### config.mk
export PLATFORM = sky130hd
export DESIGN_NAME = atc_sqrt_cell
export DESIGN_NICKNAME = d
export VERILOG_FILES = /design/src/rtl/atc_pkg.sv /design/src/rtl/atc_sqrt_cell.sv
export SDC_FILE = /design/constraint.sdc
export NUM_CORES = 1
export LEC_CHECK = 0
export ABC_AREA = 1
export BUFFER_PORTS_ARGS = -buffer_cell sky130_fd_sc_hd__buf_2
export CAP_MARGIN = 20
export CORE_MARGIN = 2
export CORE_UTILIZATION = 29
export DETAILED_ROUTE_END_ITERATION = 10
export PLACE_DENSITY = 0.6
export SETUP_SLACK_MARGIN = 0.15
export SYNTH_ARGS = -nofsm -noshare
export SYNTH_HDL_FRONTEND = slang
export SYNTH_SLANG_ARGS = --single-unit
### constraint.sdc
create_clock -name clk -period 2.85 [get_ports clk]
set_clock_uncertainty 0.05 [all_clocks]
set_input_delay 0.1425 -clock clk [delete_from_list [all_inputs] [get_ports clk]]
set_output_delay 0.1425 -clock clk [all_outputs]
set_load 0.03 [all_outputs]
### src/rtl/atc_pkg.sv
// Package for the accelerometer tilt block: item types, cell buses,
// pipeline sizes and the arctangent table. No dependencies.
`default_nettype none

package atc_pkg;

	localparam int CORDIC_STAGES = 16;
	localparam int SQRT_STAGES   = 32;
	localparam int PIPE_LEN      = 2 + SQRT_STAGES + CORDIC_STAGES;
	localparam int DSQ_W         = 32;
	localparam int ROOT_W        = 32;
	localparam int REM_W         = 33;
	localparam int XY_W          = 35;
	localparam int ACC_W         = 25;
	localparam int ATAN_W        = 23;
	localparam int IDX_W         = 5;
	localparam int ANGLE_LIMIT   = 23040;

	typedef struct packed {
		logic signed [15:0] accel_x;
		logic signed [15:0] accel_y;
		logic signed [15:0] accel_z;
	} accel_in_t;

	typedef struct packed {
		logic signed [15:0] pitch_deg;
		logic signed [15:0] roll_deg;
	} tilt_out_t;

	typedef struct packed {
		logic [REM_W-1:0]   rem;
		logic [ROOT_W-1:0]  root;
		logic [DSQ_W-1:0]   dsh;
		logic signed [15:0] num;
		logic               ok;
	} sqrt_bus_t;

	typedef struct packed {
		logic signed [XY_W-1:0]  x;
		logic signed [XY_W-1:0]  y;
		logic signed [ACC_W-1:0] acc;
		logic                    ok;
	} cordic_bus_t;

	// atan(2^-i) in degrees * 65536
	function automatic logic [ATAN_W-1:0] atan_deg16(input logic [IDX_W-1:0] idx);
		logic [ATAN_W-1:0] v;
		unique case (idx)
			5'd0:    v = 23'd2949120;
			5'd1:    v = 23'd1740967;
			5'd2:    v = 23'd919879;
			5'd3:    v = 23'd466945;
			5'd4:    v = 23'd234379;
			5'd5:    v = 23'd117304;
			5'd6:    v = 23'd58666;
			5'd7:    v = 23'd29335;
			5'd8:    v = 23'd14668;
			5'd9:    v = 23'd7334;
			5'd10:   v = 23'd3667;
			5'd11:   v = 23'd1833;
			5'd12:   v = 23'd917;
			5'd13:   v = 23'd458;
			5'd14:   v = 23'd229;
			5'd15:   v = 23'd115;
			5'd16:   v = 23'd57;
			5'd17:   v = 23'd29;
			5'd18:   v = 23'd14;
			5'd19:   v = 23'd7;
			5'd20:   v = 23'd4;
			5'd21:   v = 23'd2;
			5'd22:   v = 23'd1;
			default: v = 23'd0;
		endcase
		return v;
	endfunction

endpackage

`default_nettype wire

### src/rtl/atc_sqrt_cell.sv
// One digit cell of the pipelined square root: settles one root bit.
// Depends on atc_pkg.
`default_nettype none

module atc_sqrt_cell (
	input  wire logic              clk,
	input  wire logic              run,
	input  wire atc_pkg::sqrt_bus_t din,
	output atc_pkg::sqrt_bus_t      dout
);
	import atc_pkg::*;

	logic [REM_W+1:0] rem2;
	logic [REM_W+1:0] trial;
	logic [REM_W+1:0] diff;
	logic             ge;
	sqrt_bus_t        nxt;
	sqrt_bus_t        bus_q;

	always_comb begin
		rem2  = {din.rem, din.dsh[DSQ_W-1 -: 2]};
		trial = {1'b0, din.root, 2'b01};
		diff  = rem2 - trial;
		ge    = (rem2 >= trial);
		nxt.dsh  = {din.dsh[DSQ_W-3:0], 2'b00};
		nxt.num  = din.num;
		nxt.ok   = din.ok;
		if (ge) begin
			nxt.rem  = diff[REM_W-1:0];
			nxt.root = {din.root[ROOT_W-2:0], 1'b1};
		end else begin
			nxt.rem  = rem2[REM_W-1:0];
			nxt.root = {din.root[ROOT_W-2:0], 1'b0};
		end
	end

	always_ff @(posedge clk) begin
		if (run) begin
			bus_q <= nxt;
		end
	end

	assign dout = bus_q;

endmodule

`default_nettype wire

; ---- Word level (Yosys, flattened, before mapping)
; Cells that the tools add are included.
[op_classes]
n_lt_le_gt_ge = 1
n_addsub = 1
n_mux = 1
[ops]
columns = cell, n
row1 = $mux W65, 1
row2 = $ge A35 B34 Y1, 1
row3 = $sub A33 B33 Y33, 1
[totals]
elab_cells = 8
ff_bits = 112
input_bits = 116
out_inout_bits = 114

; ---- Logic depth before layout (Yosys ltp)
[logic_depth]
word_depth = 2
ltp_mapped = 16
ltp_nobuf = 15

; ---- Least setup slack after synthesis
; Ideal clock, no wire load.
[synth_timing]
path_type = input-to-reg
startpoint = input din[63] in the netlist's numbering
endpoint = register bus_q, in the netlist dout[112] (data pin)
t_required_ns = 2.547
arrival_time_ns = 1.467
slack_ns = 1.080
setup_ns = 0.253
n_path_buf = 1
stages = 14
path_cell_list = inv_1 -> ha_1 -> nand2_1 -> inv_2 -> nand2_2 -> nor2_2 -> nand4_2 -> nand3_2 -> nand2_2 -> nand2_8 -> inv_6 -> buf_8 -> nand2_2 -> nand2_1
[synth_lines]
columns = element, line_no
row1 = "start, declared", atc_sqrt_cell.sv:8  ; input wire atc_pkg::sqrt_bus_t din,
row2 = "end signal, assigned", atc_sqrt_cell.sv:39  ; bus_q <= nxt;
row3 = "end, declared", atc_sqrt_cell.sv:18  ; sqrt_bus_t bus_q;

==> Implementation_results.wiki <==
{| class="wikitable"
! Metric !! Value
|-
| Period minus WS final || 2500 ps
|-
| GR Overflow Total || 0
|-
| Max_slew headroom || 53.8%
|-
| Avg WL per Cell || 14.4 um
|-
| Number of global-route vias before repair || 6065
|-
| Number of vias per cell || 4.29
|-
| Part of the cycle the worst path needs || 87.7%
|-
| Worst Setup End Kind || flop
|-
| Overall global routing resource usage || 16.5%
|-
| Arrival time at the worst endpoint || 2680 ps
|-
| Library cell with the highest instance count after synthesis || sky130_fd_sc_hd__nand2_1
|-
| Number of clock sinks seen by CTS || 112
|-
| DRT Pass-1 Iters || 7
|-
| YS warnings || 0
|-
| Clock buffer depth || 2
|-
| Initial antenna violation count || 5
|-
| Detailed-route wire length || 20300 um
|-
| Worst Hold Path EP || dout[85]$_DFFE_PP_
|-
| Die ar. || 0.0242 sq mm
|-
| Lkg Pwr || 4.75 nW
|-
| Start point of the worst min-delay path || din[83]
|-
| Dpl cell area || 0.00810 sq mm
|-
| Average cell area after synthesis || 8.35 sq um
|-
| DRC violation total after the first TritonRoute iteration || 331
|-
| Setup crit start || din[68]
|-
| Antenna-violating nets left || 0
|-
| Hold Path Depth || 3
|-
| Count of flip-flops with a built-in enable after synthesis || 112
|-
| Most used flip-flop cell after synthesis || sky130_fd_sc_hd__edfxtp_1
|-
| Finish-stage setup viols || 0
|-
| Slew at the pin with the worst max-slew slack || 694 ps
|-
| Top post-synthesis cells by count || 299 x sky130_fd_sc_hd__nand2_1, 155 x sky130_fd_sc_hd__inv_1, 112 x sky130_fd_sc_hd__edfxtp_1, 39 x sky130_fd_sc_hd__nand3_1, 35 x sky130_fd_sc_hd__nor2_1
|-
| Fraction of final layout cells with drive strength greater than 1 || 26.2%
|-
| Peak VDD IR || 244 uV
|-
| Cells after Synth || 798
|-
| Setup TNS || 0 ps
|-
| Leading post-synthesis cells by cell area || sky130_fd_sc_hd__edfxtp_1 50%, sky130_fd_sc_hd__nand2_1 17%, sky130_fd_sc_hd__inv_1 8.7%, sky130_fd_sc_hd__ha_1 6.4%, sky130_fd_sc_hd__nand3_1 2.9%
|-
| Die width || 156 um
|-
| Library cell used as clock root buffer || sky130_fd_sc_hd__clkbuf_16
|-
| Register bit total from synthesis || 112
|-
| Max FFs per register || 112
|-
| Unrepaired setup endpoints after global routing || false
|-
| CTS clk-pin slew, worst paths || 90 ps
|-
| NumNets Final || 1261
|-
| Post-Place Setup Slack || 432 ps
|-
| Maximum Capacitance Violations || 0
|-
| Placed Cells || 1305
|-
| Number of vias after detailed routing || 6032
|-
| Area growth from synthesis to layout || 38.2%
|-
| Critical path's most frequent cell || sky130_fd_sc_hd__nand2_1
|-
| Longest individual stage delay on the worst path || 520 ps
|-
| Post-layout worst setup margin || 352 ps
|-
| CTS Buf Count || 9
|-
| Placed wire-length estimate || 15300 um
|-
| Final hold violations || 0
|-
| Area of all placed cells without fillers || 0.00921 sq mm
|-
| Effective utilization at floorplan || 29.5%
|-
| Critical path fanouts, max || 32
|-
| Hold Crit Class || in2reg
|-
| Post-synth design cell area || 0.00667 sq mm
|-
| Part of the Yosys area used for sequential elements || 50.5%
|-
| Netlist cell types || 29
|-
| Largest net degree at the start of global routing || 51
|-
| Global-route wire length before repair || 31100 um
|-
| Crit path cell chain || dlygate4sd3_1 > buf_2 > inv_1 > ha_1 > nand2_1 > inv_1 > nand2_1 > nand2_1 > nand2_1 > a21oi_1 > nor2_2 > nand2_8 > inv_12 > nand2_1 > nand2_1
|-
| Required time at the worst-slack endpoint || 3030 ps
|-
| Fill cell total of the finished layout || 2304
|-
| Slowest cell on the critical path || sky130_fd_sc_hd__dlygate4sd3_1
|-
| I/O pin count || 230
|-
| Post-synth top area share || 50.5%
|-
| Library cell with the largest summed area after synthesis || sky130_fd_sc_hd__edfxtp_1
|-
| Fmax || 400 MHz
|-
| Core box area || 0.0226 sq mm
|-
| Final standard cell count with taps included and fillers excluded || 1405
|-
| Power density over the cells || 516 mW/mm^2
|-
| Number of port buffers || 227
|-
| Standard-cell rows || 55
|-
| Critical path class || in2reg
|-
| DRC viols || 0
|-
| Result of the run || finished, final reports clean
|-
| Proportion of register bits with asynchronous set or reset after synthesis || 0%
|-
| Number of pins with negative max-slew slack in the final report || 0
|-
| Crit path launch type || primary input
|-
| Global placement routability congestion || 0.905
|-
| Depth of the CTS H-tree || 3
|-
| Die Height || 156 um
|-
| Clock tree from TritonCTS || built
|}
[layer usage]
metal	up-vias	part of all wire, %	track usage, %	routed length [um]
met2	214	47	29.2	9460
met5	-	0.089	0	18
met4	2	1.3	4.37	270
met3	19	7.5	3.94	1530
met1	2687	44	20.3	9030
li1	3110	-	-	-
[layout by cell type (no fill, tap or decap), types with 2 or more instances in the layout]
cell                            count
sky130_fd_sc_hd__ha_1              34
sky130_fd_sc_hd__dlygate4sd3_1     79
sky130_fd_sc_hd__nand4_1            3
sky130_fd_sc_hd__nand2_2           30
sky130_fd_sc_hd__or2_2              2
sky130_fd_sc_hd__buf_4              2
sky130_fd_sc_hd__nor2_2             6
sky130_fd_sc_hd__a21oi_1           21
sky130_fd_sc_hd__inv_2              4
sky130_fd_sc_hd__nand3b_1           9
sky130_fd_sc_hd__clkbuf_16          9
sky130_fd_sc_hd__nor2_1            35
sky130_fd_sc_hd__edfxtp_1         112
sky130_fd_sc_hd__nand3_1           39
sky130_fd_sc_hd__clkinv_4           2
sky130_fd_sc_hd__diode_2            4
sky130_fd_sc_hd__o21ai_0            2
sky130_fd_sc_hd__xor2_1            14
sky130_fd_sc_hd__nor3_1             9
sky130_fd_sc_hd__nand2_1          299
sky130_fd_sc_hd__inv_1            155
sky130_fd_sc_hd__buf_2            226
sky130_fd_sc_hd__inv_6              2
sky130_fd_sc_hd__and2_1             7
sky130_fd_sc_hd__conb_1             2
[worst max path at each step]
stage	end	slack [ps]	depth (start not counted)
2_1_floorplan	dout[112]$_DFFE_PP_	1080	14
3_3_place_gp	dout[83]$_DFFE_PP_	460	14
3_5_place_dp	dout[94]$_DFFE_PP_	430	14
4_1_cts	dout[94]$_DFFE_PP_	270	15
5_1_grt	dout[113]$_DFFE_PP_	150	15
6_report	dout[113]$_DFFE_PP_	350	15
[logic make-up after synthesis]
logic type	count (synthesis)	share of synthesized area [%]
flip-flops	112	50.5
AND/OR/NAND/NOR	444	28.8
AO/OA/AOI/OAI	25	1.99
XOR/XNOR	14	1.84
buffers and inverters	168	10.4
other	1	0.0563
adder cells (fa/ha/maj)	34	6.38
[worst max-delay path, delay by kind of cell]
kind	cells	cell delay, ps
buffers and inverters	5	950
AO/OA/AOI/OAI	1	80
AND/OR/NAND/NOR	8	1060
adder cells (fa/ha/maj)	1	370
[per-stage QoR]
step | utilization, % | power, mW | hold WS, ps
floorplan | - | 2.98 | 191
global placement | 35.9 | 3.40 | 269
detailed placement | 35.9 | 3.41 | 271
CTS | 40.7 | 4.82 | 3.00
global route | 40.8 | 5.03 | 17.5
finish | 40.8 | 4.76 | 17.0
[power by group]
part | internal [mW] | switching [mW]
combinational | 0.463 | 0.948
clock | 0.620 | 0.673
sequential | 2.01 | 0.0411
total | 3.09 | 1.66
[repair_timing]
| action | in CTS | in global routing |
|---|---|---|
| buffers inserted | 0 | 0 |
| hold buffers | 79 | 0 |
| endpoints found under the setup margin | 0 | 32 |
| gates resized for setup | 0 | 3 |
| hold endpoints to repair | 79 | 0 |
[layout make-up]
| type | instances | area (sq um) | share of cell area (%) |
|---|---|---|---|
| Tap cell | 285 | 357 | 3.87 |
| Inverter | 160 | 613 | 6.65 |
| Sequential cell | 112 | 3360 | 36.5 |
| Clock inverter | 6 | 62.6 | 0.679 |
| Clock buffer | 10 | 229 | 2.49 |
| Multi-Input combinational cell | 520 | 2620 | 28.5 |
| Timing Repair Buffer | 308 | 1960 | 21.2 |
| Antenna cell | 4 | 10.0 | 0.109 |
Note: power is estimated with default switching activity, not from simulation.
