<file path="config.mk">
export PLATFORM = sky130hd
export DESIGN_NAME = atc_cordic_cell
export DESIGN_NICKNAME = d
export VERILOG_FILES = /design/src/rtl/atc_pkg.sv /design/src/rtl/atc_cordic_cell.sv
export SDC_FILE = /design/constraint.sdc
export NUM_CORES = 1
export LEC_CHECK = 0
export ABC_AREA = 1
export BUFFER_PORTS_ARGS = -buffer_cell sky130_fd_sc_hd__buf_2
export CORE_MARGIN = 4
export CORE_UTILIZATION = 30
export CTS_CLUSTER_SIZE = 25
export DETAILED_ROUTE_END_ITERATION = 8
export PLACE_DENSITY = 0.55
export REMOVE_ABC_BUFFERS = 1
export SYNTH_ARGS = -nofsm -noshare
export SYNTH_HDL_FRONTEND = slang
export SYNTH_SLANG_ARGS = --single-unit
</file>
<file path="constraint.sdc">
create_clock -name clk -period 4.6 [get_ports clk]
set_clock_uncertainty 0.1 [all_clocks]
set_input_delay 0.23 -clock clk [delete_from_list [all_inputs] [get_ports clk]]
set_output_delay 0.23 -clock clk [all_outputs]
set_load 0.05 [all_outputs]
</file>
<file path="src/rtl/atc_pkg.sv">
// Package for the accelerometer tilt block: item types, cell buses,
// pipeline sizes and the arctangent table. No dependencies.
`default_nettype none

package atc_pkg;

	localparam int CORDIC_STAGES = 16;
	localparam int SQRT_STAGES   = 32;
	localparam int PIPE_LEN      = 2 + SQRT_STAGES + CORDIC_STAGES;
	localparam int DSQ_W         = 32;
	localparam int ROOT_W        = 32;
	localparam int REM_W         = 33;
	localparam int XY_W          = 35;
	localparam int ACC_W         = 25;
	localparam int ATAN_W        = 23;
	localparam int IDX_W         = 5;
	localparam int ANGLE_LIMIT   = 23040;

	typedef struct packed {
		logic signed [15:0] accel_x;
		logic signed [15:0] accel_y;
		logic signed [15:0] accel_z;
	} accel_in_t;

	typedef struct packed {
		logic signed [15:0] pitch_deg;
		logic signed [15:0] roll_deg;
	} tilt_out_t;

	typedef struct packed {
		logic [REM_W-1:0]   rem;
		logic [ROOT_W-1:0]  root;
		logic [DSQ_W-1:0]   dsh;
		logic signed [15:0] num;
		logic               ok;
	} sqrt_bus_t;

	typedef struct packed {
		logic signed [XY_W-1:0]  x;
		logic signed [XY_W-1:0]  y;
		logic signed [ACC_W-1:0] acc;
		logic                    ok;
	} cordic_bus_t;

	// atan(2^-i) in degrees * 65536
	function automatic logic [ATAN_W-1:0] atan_deg16(input logic [IDX_W-1:0] idx);
		logic [ATAN_W-1:0] v;
		unique case (idx)
			5'd0:    v = 23'd2949120;
			5'd1:    v = 23'd1740967;
			5'd2:    v = 23'd919879;
			5'd3:    v = 23'd466945;
			5'd4:    v = 23'd234379;
			5'd5:    v = 23'd117304;
			5'd6:    v = 23'd58666;
			5'd7:    v = 23'd29335;
			5'd8:    v = 23'd14668;
			5'd9:    v = 23'd7334;
			5'd10:   v = 23'd3667;
			5'd11:   v = 23'd1833;
			5'd12:   v = 23'd917;
			5'd13:   v = 23'd458;
			5'd14:   v = 23'd229;
			5'd15:   v = 23'd115;
			5'd16:   v = 23'd57;
			5'd17:   v = 23'd29;
			5'd18:   v = 23'd14;
			5'd19:   v = 23'd7;
			5'd20:   v = 23'd4;
			5'd21:   v = 23'd2;
			5'd22:   v = 23'd1;
			default: v = 23'd0;
		endcase
		return v;
	endfunction

endpackage

`default_nettype wire

</file>
<file path="src/rtl/atc_cordic_cell.sv">
// One vectoring CORDIC rotation cell, angle accumulated in degrees.
// Depends on atc_pkg (bus type and arctangent table).
`default_nettype none

module atc_cordic_cell (
	input  wire logic                 clk,
	input  wire logic                 run,
	input  wire logic [atc_pkg::IDX_W-1:0] idx,
	input  wire atc_pkg::cordic_bus_t din,
	output atc_pkg::cordic_bus_t      dout
);
	import atc_pkg::*;

	logic signed [XY_W-1:0]  dx;
	logic signed [XY_W-1:0]  dy;
	logic signed [ACC_W-1:0] at;
	cordic_bus_t             nxt;
	cordic_bus_t             bus_q;

	always_comb begin
		dx = din.y >>> idx;
		dy = din.x >>> idx;
		at = signed'({{(ACC_W-ATAN_W){1'b0}}, atan_deg16(idx)});
		nxt.ok = din.ok;
		if (!din.y[XY_W-1]) begin
			nxt.x   = din.x + dx;
			nxt.y   = din.y - dy;
			nxt.acc = din.acc + at;
		end else begin
			nxt.x   = din.x - dx;
			nxt.y   = din.y + dy;
			nxt.acc = din.acc - at;
		end
	end

	always_ff @(posedge clk) begin
		if (run) begin
			bus_q <= nxt;
		end
	end

	assign dout = bus_q;

endmodule

`default_nettype wire

</file>
Yosys cells after proc, flatten, opt, wreduce, memory -nomap -nowiden
Memory sizes are Yosys's and may differ from the RTL's.
Index checks and enable logic that the tools add are counted.

word-level totals
  bits of input ports = 103
  ROM bits = 704
  register bits after elaboration = 96
  memories = 1
  output and inout bits = 96
  word-level logic and storage cells = 14

cells by class
  shift operators = 2
  add/sub/neg operators = 6
  multiplexer cells = 1

memories
  memory            words  width  read ports  clocked after memory_dff  wr ports  line           RTL
  (name not given)  32     22     1           0                         0         atc_pkg.sv:48  unique case (idx)

operator list
  cell              count
  $mux W95          1
  $add A35 B35 Y35  2
  $sshr A35 B5 Y35  2
  $sub A35 B35 Y35  2
  $add A25 B24 Y25  1
  $sub A25 B24 Y25  1

Logic depth before layout (Yosys ltp)
Gate-level depths: netlist (run 1).

  depth after elaboration = 3
  gate-level depth with buffers = 35
  mapped depth without buffers = 33

Worst setup path after synthesis (run 1)
OpenSTA, ideal clock, no wires.

  path kind = input to register
  start = input port idx[0] (netlist name)
  end = register bus_q (netlist bit dout[22]) (data pin)
  stages on the path = 25
  data arrival time = 3.623 ns
  library setup time = 0.264 ns
  slack = 0.613 ns
  buffers on the path = 2
  required time = 4.236 ns
  cells stage by stage = buf_6 inv_6 buf_2 ha_1 nand2_1 a32o_1 o21a_1 inv_1 ha_1 nand2_1 nor2_1 nand2_1 nor2_2 nand2_1 o21ai_0 xor2_1 ha_1 nand2_1 nor4_1 nand4_1 nand3_1 nand2_1 nand2_1 a31oi_1 xor2_1

RTL lines
  what                  line                   RTL
  from (decl)           atc_cordic_cell.sv:8   input wire logic [atc_pkg::IDX_W-1:0] idx,
  to (signal assigned)  atc_cordic_cell.sv:38  bus_q <= nxt;
  to (decl)             atc_cordic_cell.sv:18  cordic_bus_t bus_q;

==> metrics.cfg, run 1 <==
[worst_setup_path]
cp-start-kind = input port
cp-startpoint = idx[1]
setup.worst_path.end_class = flip-flop
cpPeakStageDelay_ns = 0.32
crit_end = dout[60]$_DFFE_PP_
critPathRequiredTime_ns = 4.65
critPathArrivalTime_ns = 4.39
cpMostUsedCell = nand2_1
crit_fanout = 12
crit_path_top_delay_cell = ha_1
critPathKind = input port to flip-flop

[synth]
synthFlopType = edfxtp_1
postSynth.asyncResetShare = 0
synth-edff-count = 96
syn_area_per_cell_um2 = 6.246
synth_seq_cells = 96
netlist-cell-type-count = 58
syn_area_um2 = 15170
seq_area_frac_synth = 0.1901
syn_inst = 2428
yosys_warnings = 0

[routing]
first_pass_iters = 5
drc = 0
ant_nets = 0
vias_per_cell = 4.994
finalWirelength_mm = 62.13
vias = 18270
drt_iter0_markers = 1522
avgRoutedWirePerCell_um = 16.99

[global_routing]
antenna_found_initial = 0
grt_pass1_wl_mm = 95.39
grt_max_degree = 59
overflow = 0
grt_use_total = 0.2248
grt_pass1_vias = 17380

[floorplanning]
core-area_um2 = 50070
dieArea_um2 = 54210
die_y_um = 232.8
ios = 199
die_width_um = 232.8
start_util = 0.3029
num_rows = 82

[cts]
clock-root-buffer = clkbuf_16
cts_sinks = 96
cts_tree = built
clk_path_buf_depth = 2
path_clk_slew_ns = 0.07
ctsHtreeMaxLevel = 3
cts_made_buffers = 9

[placement]
port_buffers = 198
globalplace.congestion = 0.9443
hpwl_mm = 53.29
post-place-cells = 3641

[sta]
setup_viol = 0
min_period_over_period = 0.9441
rsz0062_at_grt = yes
worstMarginPinSlew_ns = 0.7933
maxSlewViolCount = 0
tns_ns = 0
fin_crit_ns = 4.343
slew_headroom = 0.4711
hold_viol = 0
max_freq_ghz = 0.2303
fin_hold_ws_ns = 0.09145

[final_layout]
antenna_cells = 0
largest_reg_flops = 96
fillers = 5489
postLayoutCoreUtil = 0.4050
area_growth_pct = 33.71
multiInputGateArea_um2 = 11030
nets = 3189
fin_cells = 3658
seq_area_um2 = 2883
layout-drive-gt1-share = 0.2646

[power_and_ir_drop]
ir_drop_v = 0.0002077
leakage_nw = 10.47
power_density_nw_per_um2 = 314.1

[job]
cap_violations = 0

[min_path]
hold_class = input port to flip-flop

[run_status]
status = finished clean

[layout make-up]
cell class,instances,area share
inverter,226,0.04245
sequential,96,0.1422
multi-input combinational,2022,0.5441
tap,672,0.04146
clock buffer,9,0.01111
clock inverter,6,0.001851
timing repair buffer,627,0.2168
[routing by layer]
metal | part of all wire | wire [µm] | global-route usage
met3 | 0.059 | 3686 | 0.03085
met4 | 0.022 | 1369 | 0.06164
met5 | 0 | 0 | 0
met1 | 0.47 | 29210 | 0.3152
met2 | 0.45 | 27870 | 0.3617
[critical path, delay by kind of cell]
family / cells / cell delay, ns
fa+ha+maj: 1 / 0.32
buf+inv: 9 / 1.15
simple gates: 15 / 1.53
compound gates: 5 / 1.14
[how the worst min path moves through the flow]
stage	startpoint	end	cells past startpoint
after floorplan	din[0]	dout[0]$_DFFE_PP_	0
after global placement	din[0]	dout[0]$_DFFE_PP_	1
after detailed placement	din[0]	dout[0]$_DFFE_PP_	1
after CTS	din[26]	dout[26]$_DFFE_PP_	2
after global routing	din[26]	dout[26]$_DFFE_PP_	2
final	din[26]	dout[26]$_DFFE_PP_	2
[logic make-up (layout without fill, tap and decap cells)]
family / after synthesis / after routing / share of synthesized area
simple gates: 1443 / 1443 / 0.4240
flops: 96 / 96 / 0.1901
buf+inv: 310 / 868 / 0.09042
fa+ha+maj: 104 / 104 / 0.08729
compound gates: 338 / 338 / 0.1291
xor+xnor: 137 / 137 / 0.07912
[layout by cell type (no fill, tap or decap), drive strengths merged, types with 3 or more instances in the layout]
cell type	instances
nor4	12
xnor2	31
a21oi	148
o21a	3
o2111ai	3
clkbuf	10
clkinv	4
buf	625
inv	225
clkinvlp	3
o21ai	111
nand3	398
edfxtp	96
o211ai	12
a21o	6
nand4	18
xor2	106
a31oi	31
ha	101
fa	3
nand3b	6
nand2	790
nor2	198
a21boi	5
o221ai	4
nor3	17
o21bai	5
[what timing repair did]
item / 4_1_cts / 5_1_grt
setup buffers: 0 / 1
hold buffers: 1 / 0
resized for setup: 0 / 28
setup endpoints to repair: 0 / 17
endpoints found under the hold margin: 1 / 0
[metrics by stage]
step / cell area (µm²) / total power [mW] / worst slack, ns
after CTS: 20150 / 6.368 / 0.04837
final: 20280 / 6.369 / 0.2572
after floorplan: 14650 / 3.964 / -0.1025
after global placement: 19870 / 5.604 / -0.2081
after global routing: 20280 / 6.821 / -0.04132
after detailed placement: 19870 / 5.618 / -0.3686
[Yosys cell counts (14+ instances only)]
| cell | number | area [µm²] |
|---|---|---|
| nand3_2 | 22 | 220.2 |
| nand2_2 | 37 | 231.5 |
| nand2_1 | 747 | 2804 |
| buf_2 | 36 | 180.2 |
| clkbuf_1 | 14 | 52.55 |
| xor2_1 | 106 | 928.4 |
| nand3_1 | 376 | 1882 |
| inv_1 | 214 | 803.3 |
| o21ai_0 | 95 | 475.5 |
| a21oi_1 | 135 | 675.7 |
| nor2_2 | 21 | 131.4 |
| nand4_1 | 18 | 112.6 |
| xnor2_1 | 31 | 271.5 |
| a31oi_1 | 31 | 193.9 |
| nor3_1 | 15 | 75.07 |
| ha_1 | 101 | 1264 |
| edfxtp_1 | 96 | 2883 |
| nor2_1 | 171 | 641.9 |
[power breakdown]
| part | switching [mW] | internal [mW] | total (mW) |
|---|---|---|---|
| clock network | 0.365 | 0.360 | 0.725 |
| registers | 0.0554 | 1.31 | 1.36 |
| logic | 2.74 | 1.54 | 4.28 |
| total | 3.16 | 3.21 | 6.37 |
Note: power is estimated with default switching activity, not from simulation.
==> run 2, diff against run 1 <==
Settings changed: BUFFER_PORTS_ARGS -buffer_cell sky130_fd_sc_hd__buf_2 to -buffer_cell sky130_fd_sc_hd__clkbuf_2.
==> run 2 against run 1 <==
  * Critical path depth is 2 lower
  * Total power is 1.8% higher
  * Die area stayed put
  * Flip-flop and latch count stayed put
  * Clock power is 2% higher
  * Combinational power is 2% higher
  * Via count is 1.0% higher
  * Global-route usage is 0.40 points higher
  * Non-clock buffer count is 48 higher
  * Utilization is 1.0 points higher
  * Critical endpoint is now dout[59]$_DFFE_PP_
  * Largest cell class unchanged
==> metrics.cfg, run 2 (synthesized netlist as in run 1, its figures left out) <==
[sta]
max_freq_ghz = 0.2257
maxSlewViolCount = 0
setup_viol = 0
slew_headroom = 0.5060
hold_viol = 0
worst_slack_ns = 0.1695
min_period_over_period = 0.9632
worstMarginPinSlew_ns = 0.7409
fin_crit_ns = 4.430

[power_and_ir_drop]
leakage_nw = 10.82
power_density_nw_per_um2 = 311.8
ir_drop_v = 0.0002068
power_mw = 6.484

[final_layout]
final_cell_mix = nand2_1 (743), buf_4 (459), nand3_1 (370), inv_1 (212), clkbuf_2 (195)
fillers = 5441
largest_reg_flops = 96
nets = 3237
final_common_cell = nand2_1
final_cell_area_um2 = 20790
layout-drive-gt1-share = 0.2814
antenna_cells = 0
area_growth_pct = 37.11

[worst_setup_path]
critPathRequiredTime_ns = 4.66
crit_fanout = 24
crit_path_top_delay_cell = nor4_4
critPathKind = input port to flip-flop
cpMostUsedCell = nand3_1
cpPeakStageDelay_ns = 0.32
critPathArrivalTime_ns = 4.49
setup.worst_path.end_class = flip-flop
cp-start-kind = input port

[global_routing]
grt_use_total = 0.2288
grt_pass1_vias = 17410
overflow = 0
antenna_found_initial = 0
grt_pass1_wl_mm = 96.67
grt_max_degree = 55

[cts]
ctsHtreeMaxLevel = 3
cts_made_buffers = 9
clock-root-buffer = clkbuf_16
cts_sinks = 96
cts_tree = built
path_clk_slew_ns = 0.08
clk_path_buf_depth = 2

[placement]
place_area_um2 = 20280
dp_slack_ns = -0.7563
globalplace.congestion = 0.9309
hpwl_mm = 55.22
port_buffers = 198

[min_path]
hold_class = input port to flip-flop
min_to = dout[26]$_DFFE_PP_
hp-start = din[26]
whs_path_depth = 2

[routing]
drc = 0
vias = 18450
vias_per_cell = 4.977
ant_nets = 0
avgRoutedWirePerCell_um = 17.29
finalWirelength_mm = 64.09
drt_iter0_markers = 1450
first_pass_iters = 8

[floorplanning]
dieArea_um2 = 54210
num_rows = 82
core-area_um2 = 50070
die_width_um = 232.8
start_util = 0.3029
ios = 199
die_y_um = 232.8

[run_status]
status = finished clean

[job]
cap_violations = 0

-- run 2: cell count changes in the layout (fill, tap and decap cells not counted), moves of 4 or more --
cell / delta
buf_2: -195
buf_12: +4
clkbuf_2: +195
buf_4: +43
nand2_1: -4
nand2_2: +4
-- run 2: per-layer routing --
layer	track usage	vias up	routed length, µm
met5	0	-	0
met4	0.03736	0	661
met3	0.02167	34	3686
met2	0.3782	539	29310
met1	0.3286	8555	30430
li1	-	9321	-
-- run 2: area by class of cell --
cell class,instances,area (µm²),share of cell area
inverters,226,858.3,0.04128
clock inverters,6,36.28,0.001745
flip-flops and latches,96,2883,0.1386
well taps,672,840.8,0.04044
repair buffers,675,4811,0.2314
clock buffers,10,229.0,0.01101
multi-input cells,2022,11140,0.5355
-- run 2: stage by stage --
stage	hold slack, ns	utilization	TNS (ns)	cells
2_1_floorplan	0.2289	-	-0.5417	2344
5_1_grt	0.09798	0.4153	-0.07453	3707
3_3_place_gp	0.3065	0.4050	-3.635	3688
3_5_place_dp	0.3122	0.4050	-3.452	3688
4_1_cts	0.07109	0.4111	0	3705
6_report	0.1069	0.4153	0	3707
-- run 2: report_power, final --
group	internal [mW]	switching, mW	total (mW)	leakage (nW)
Sequential	1.31	0.0652	1.37	0.939
Combinational	1.59	2.79	4.38	9.74
Clock	0.364	0.372	0.736	0.134
Total	3.26	3.22	6.48	10.8
-- run 2: worst max-delay path, delay by kind of cell --
family / cells / cell delay (ns)
xor gates and xnor gates: 2 / 0.25
adders and majority gates: 2 / 0.49
buffers and inverters: 8 / 1.02
and+or+nand+nor: 16 / 2.44
-- run 2: how the worst max path moves through the flow --
stage               slack (ns)                  to   start  cells past startpoint
floorplan                -0.10  dout[81]$_DFFE_PP_  idx[3]                     21
global placement         -0.77  dout[60]$_DFFE_PP_  idx[1]                     32
detailed placement       -0.76  dout[60]$_DFFE_PP_  idx[1]                     32
CTS                       0.04  dout[60]$_DFFE_PP_  idx[1]                     32
global route             -0.03  dout[95]$_DFFE_PP_  idx[1]                     32
finish                    0.17  dout[59]$_DFFE_PP_  idx[1]                     28
-- run 2: what timing repair did --
action / in CTS / in global routing
buffers inserted: 0 / 2
gates cloned: 0 / 0
gates resized for setup: 5 / 46
endpoints found under the hold margin: 1 / 0
pin swaps: 1 / 5
hold buffers: 1 / 0
endpoints found under the setup margin: 1 / 22
==> run 3, diff against run 2 <==
--- a/config.mk
+++ b/config.mk
@@ -10,6 +10,6 @@
 export CORE_MARGIN = 4
-export CORE_UTILIZATION = 30
+export CORE_UTILIZATION = 40
 export CTS_CLUSTER_SIZE = 25
 export DETAILED_ROUTE_END_ITERATION = 8
-export PLACE_DENSITY = 0.55
+export PLACE_DENSITY = 0.67
 export REMOVE_ABC_BUFFERS = 1
--- a/constraint.sdc
+++ b/constraint.sdc
@@ -4,2 +4,2 @@
 set_output_delay 0.23 -clock clk [all_outputs]
-set_load 0.05 [all_outputs]
+set_load 0.02 [all_outputs]
==> run 3 against run 2 <==
  * Fmax increased by 0.68%
  * Setup slack improved by 0.030 ns
  * Combinational power decreased by 8.9%
  * Sequential share of layout area decreased by 0.063 points
  * Utilization increased by 14 points
  * Critical path depth increased by 5
  * Routed wire length decreased by 1.8%
  * Critical path type unchanged
  * Critical endpoint is now dout[60]$_DFFE_PP_
==> metrics.cfg, run 3 (synthesized netlist as in run 1, its figures left out) <==
[cts]
path_clk_slew_ns = 0.08
cts_made_buffers = 9
cts_sinks = 96
clk_path_buf_depth = 2
ctsHtreeMaxLevel = 3
cts_tree = built
clock-root-buffer = clkbuf_16

[sta]
fin_crit_ns = 4.400
hold_viol = 0
max_freq_ghz = 0.2272
worstMarginPinSlew_ns = 0.8417
min_period_over_period = 0.9566
maxSlewViolCount = 0
setup_viol = 0
slew_headroom = 0.4389
rsz0062_at_grt = yes

[floorplanning]
core-area_um2 = 37490
num_rows = 71
ios = 199
die_y_um = 202.7
dieArea_um2 = 41090
start_util = 0.4045
die_width_um = 202.7

[placement]
globalplace.congestion = 0.9745
place_area_um2 = 20160
post-place-cells = 3543
hpwl_mm = 54.01
port_buffers = 198

[global_routing]
antenna_found_initial = 2
grt_pass1_wl_mm = 97.69
overflow = 0
grt_use_total = 0.2981
grt_max_degree = 64
grt_pass1_vias = 17770

[final_layout]
fillers = 3844
largest_reg_flops = 96
final_common_cell = nand2_1
area_growth_pct = 37.74
final_cell_mix = nand2_1 (741), buf_4 (480), nand3_1 (369), inv_1 (211), clkbuf_2 (194)
layout-drive-gt1-share = 0.2924
antenna_cells = 0
nets = 3256
seq_area_um2 = 2883
multiInputGateArea_um2 = 11240
final_cell_area_um2 = 20890
fin_cells = 3565

[routing]
top_layer = met4
ant_nets = 0
avgRoutedWirePerCell_um = 17.66
drt_iter0_markers = 1664
wl_met1_mm = 30.32
vias = 18820
route.met2.wl_mm = 27.54
drc = 0
first_pass_iters = 5
finalWirelength_mm = 62.97
vias_per_cell = 5.279
met3_length_mm = 3.911

[min_path]
hold_class = input port to flip-flop
hp-start = din[26]

[worst_setup_path]
critPathKind = input port to flip-flop
cpPeakStageDelay_ns = 0.39
critPathArrivalTime_ns = 4.46
cp-startpoint = idx[0]
critPathRequiredTime_ns = 4.66
crit_fanout = 19
cp-start-kind = input port
crit_path_top_delay_cell = ha_2
cpMostUsedCell = nand2_1
setup.worst_path.end_class = flip-flop

[power_and_ir_drop]
ir_drop_v = 0.0002060
power_density_nw_per_um2 = 299.9
leakage_nw = 10.94

[run_status]
status = finished clean

[job]
cap_violations = 0

==> run 3: worst paths after layout <==
check,to,cells past startpoint
max,dout[60]$_DFFE_PP_,33
min,dout[26]$_DFFE_PP_,2
==> run 3: repair_timing <==
| action | CTS | global route |
|---|---|---|
| endpoints found under the setup margin | 4 | 41 |
| setup buffers | 0 | 5 |
| hold buffers | 1 | 0 |
| pin swaps | 1 | 11 |
| gates resized for setup | 10 | 80 |
| hold endpoints to repair | 1 | 0 |
==> run 3: area by class of cell <==
class	count	share of cell area
multi-input cells	2022	0.5381
repair buffers	694	0.2357
flip-flops and latches	96	0.1380
clock inverters	7	0.005571
clock buffers	9	0.01078
well taps	511	0.03061
inverters	226	0.04121
==> run 3: per-layer routing <==
layer	track usage	vias up
li1	-	9379
met1	0.4416	8745
met2	0.4599	631
met3	0.04328	66
met4	0.06717	0
met5	0	-
==> run 3: where the power goes <==
part           internal (mW)  switching (mW)
sequential              1.31          0.0639
clock                  0.532           0.375
combinational           1.65            2.33
total                   3.49            2.77
==> run 3: worst max-delay path, delay by kind of cell <==
family          cells  cell delay (ns)
compound gates      3             0.36
fa+ha+maj           2             0.55
buf+inv             8             0.94
simple gates       20             2.36
==> run 3: through the flow <==
step / hold slack, ns / util / power, mW / setup TNS (ns) / worst slack [ns]
floorplan: 0.2289 / - / 3.441 / -0.5417 / -0.1025
global placement: 0.3117 / 0.5377 / 5.198 / -5.847 / -0.8606
detailed placement: 0.3127 / 0.5377 / 5.229 / -7.840 / -0.8331
CTS: 0.08712 / 0.5486 / 6.169 / -0.002642 / -0.002642
global route: 0.09311 / 0.5572 / 6.701 / -0.07581 / -0.02764
finish: 0.1053 / 0.5572 / 6.265 / 0 / 0.1995
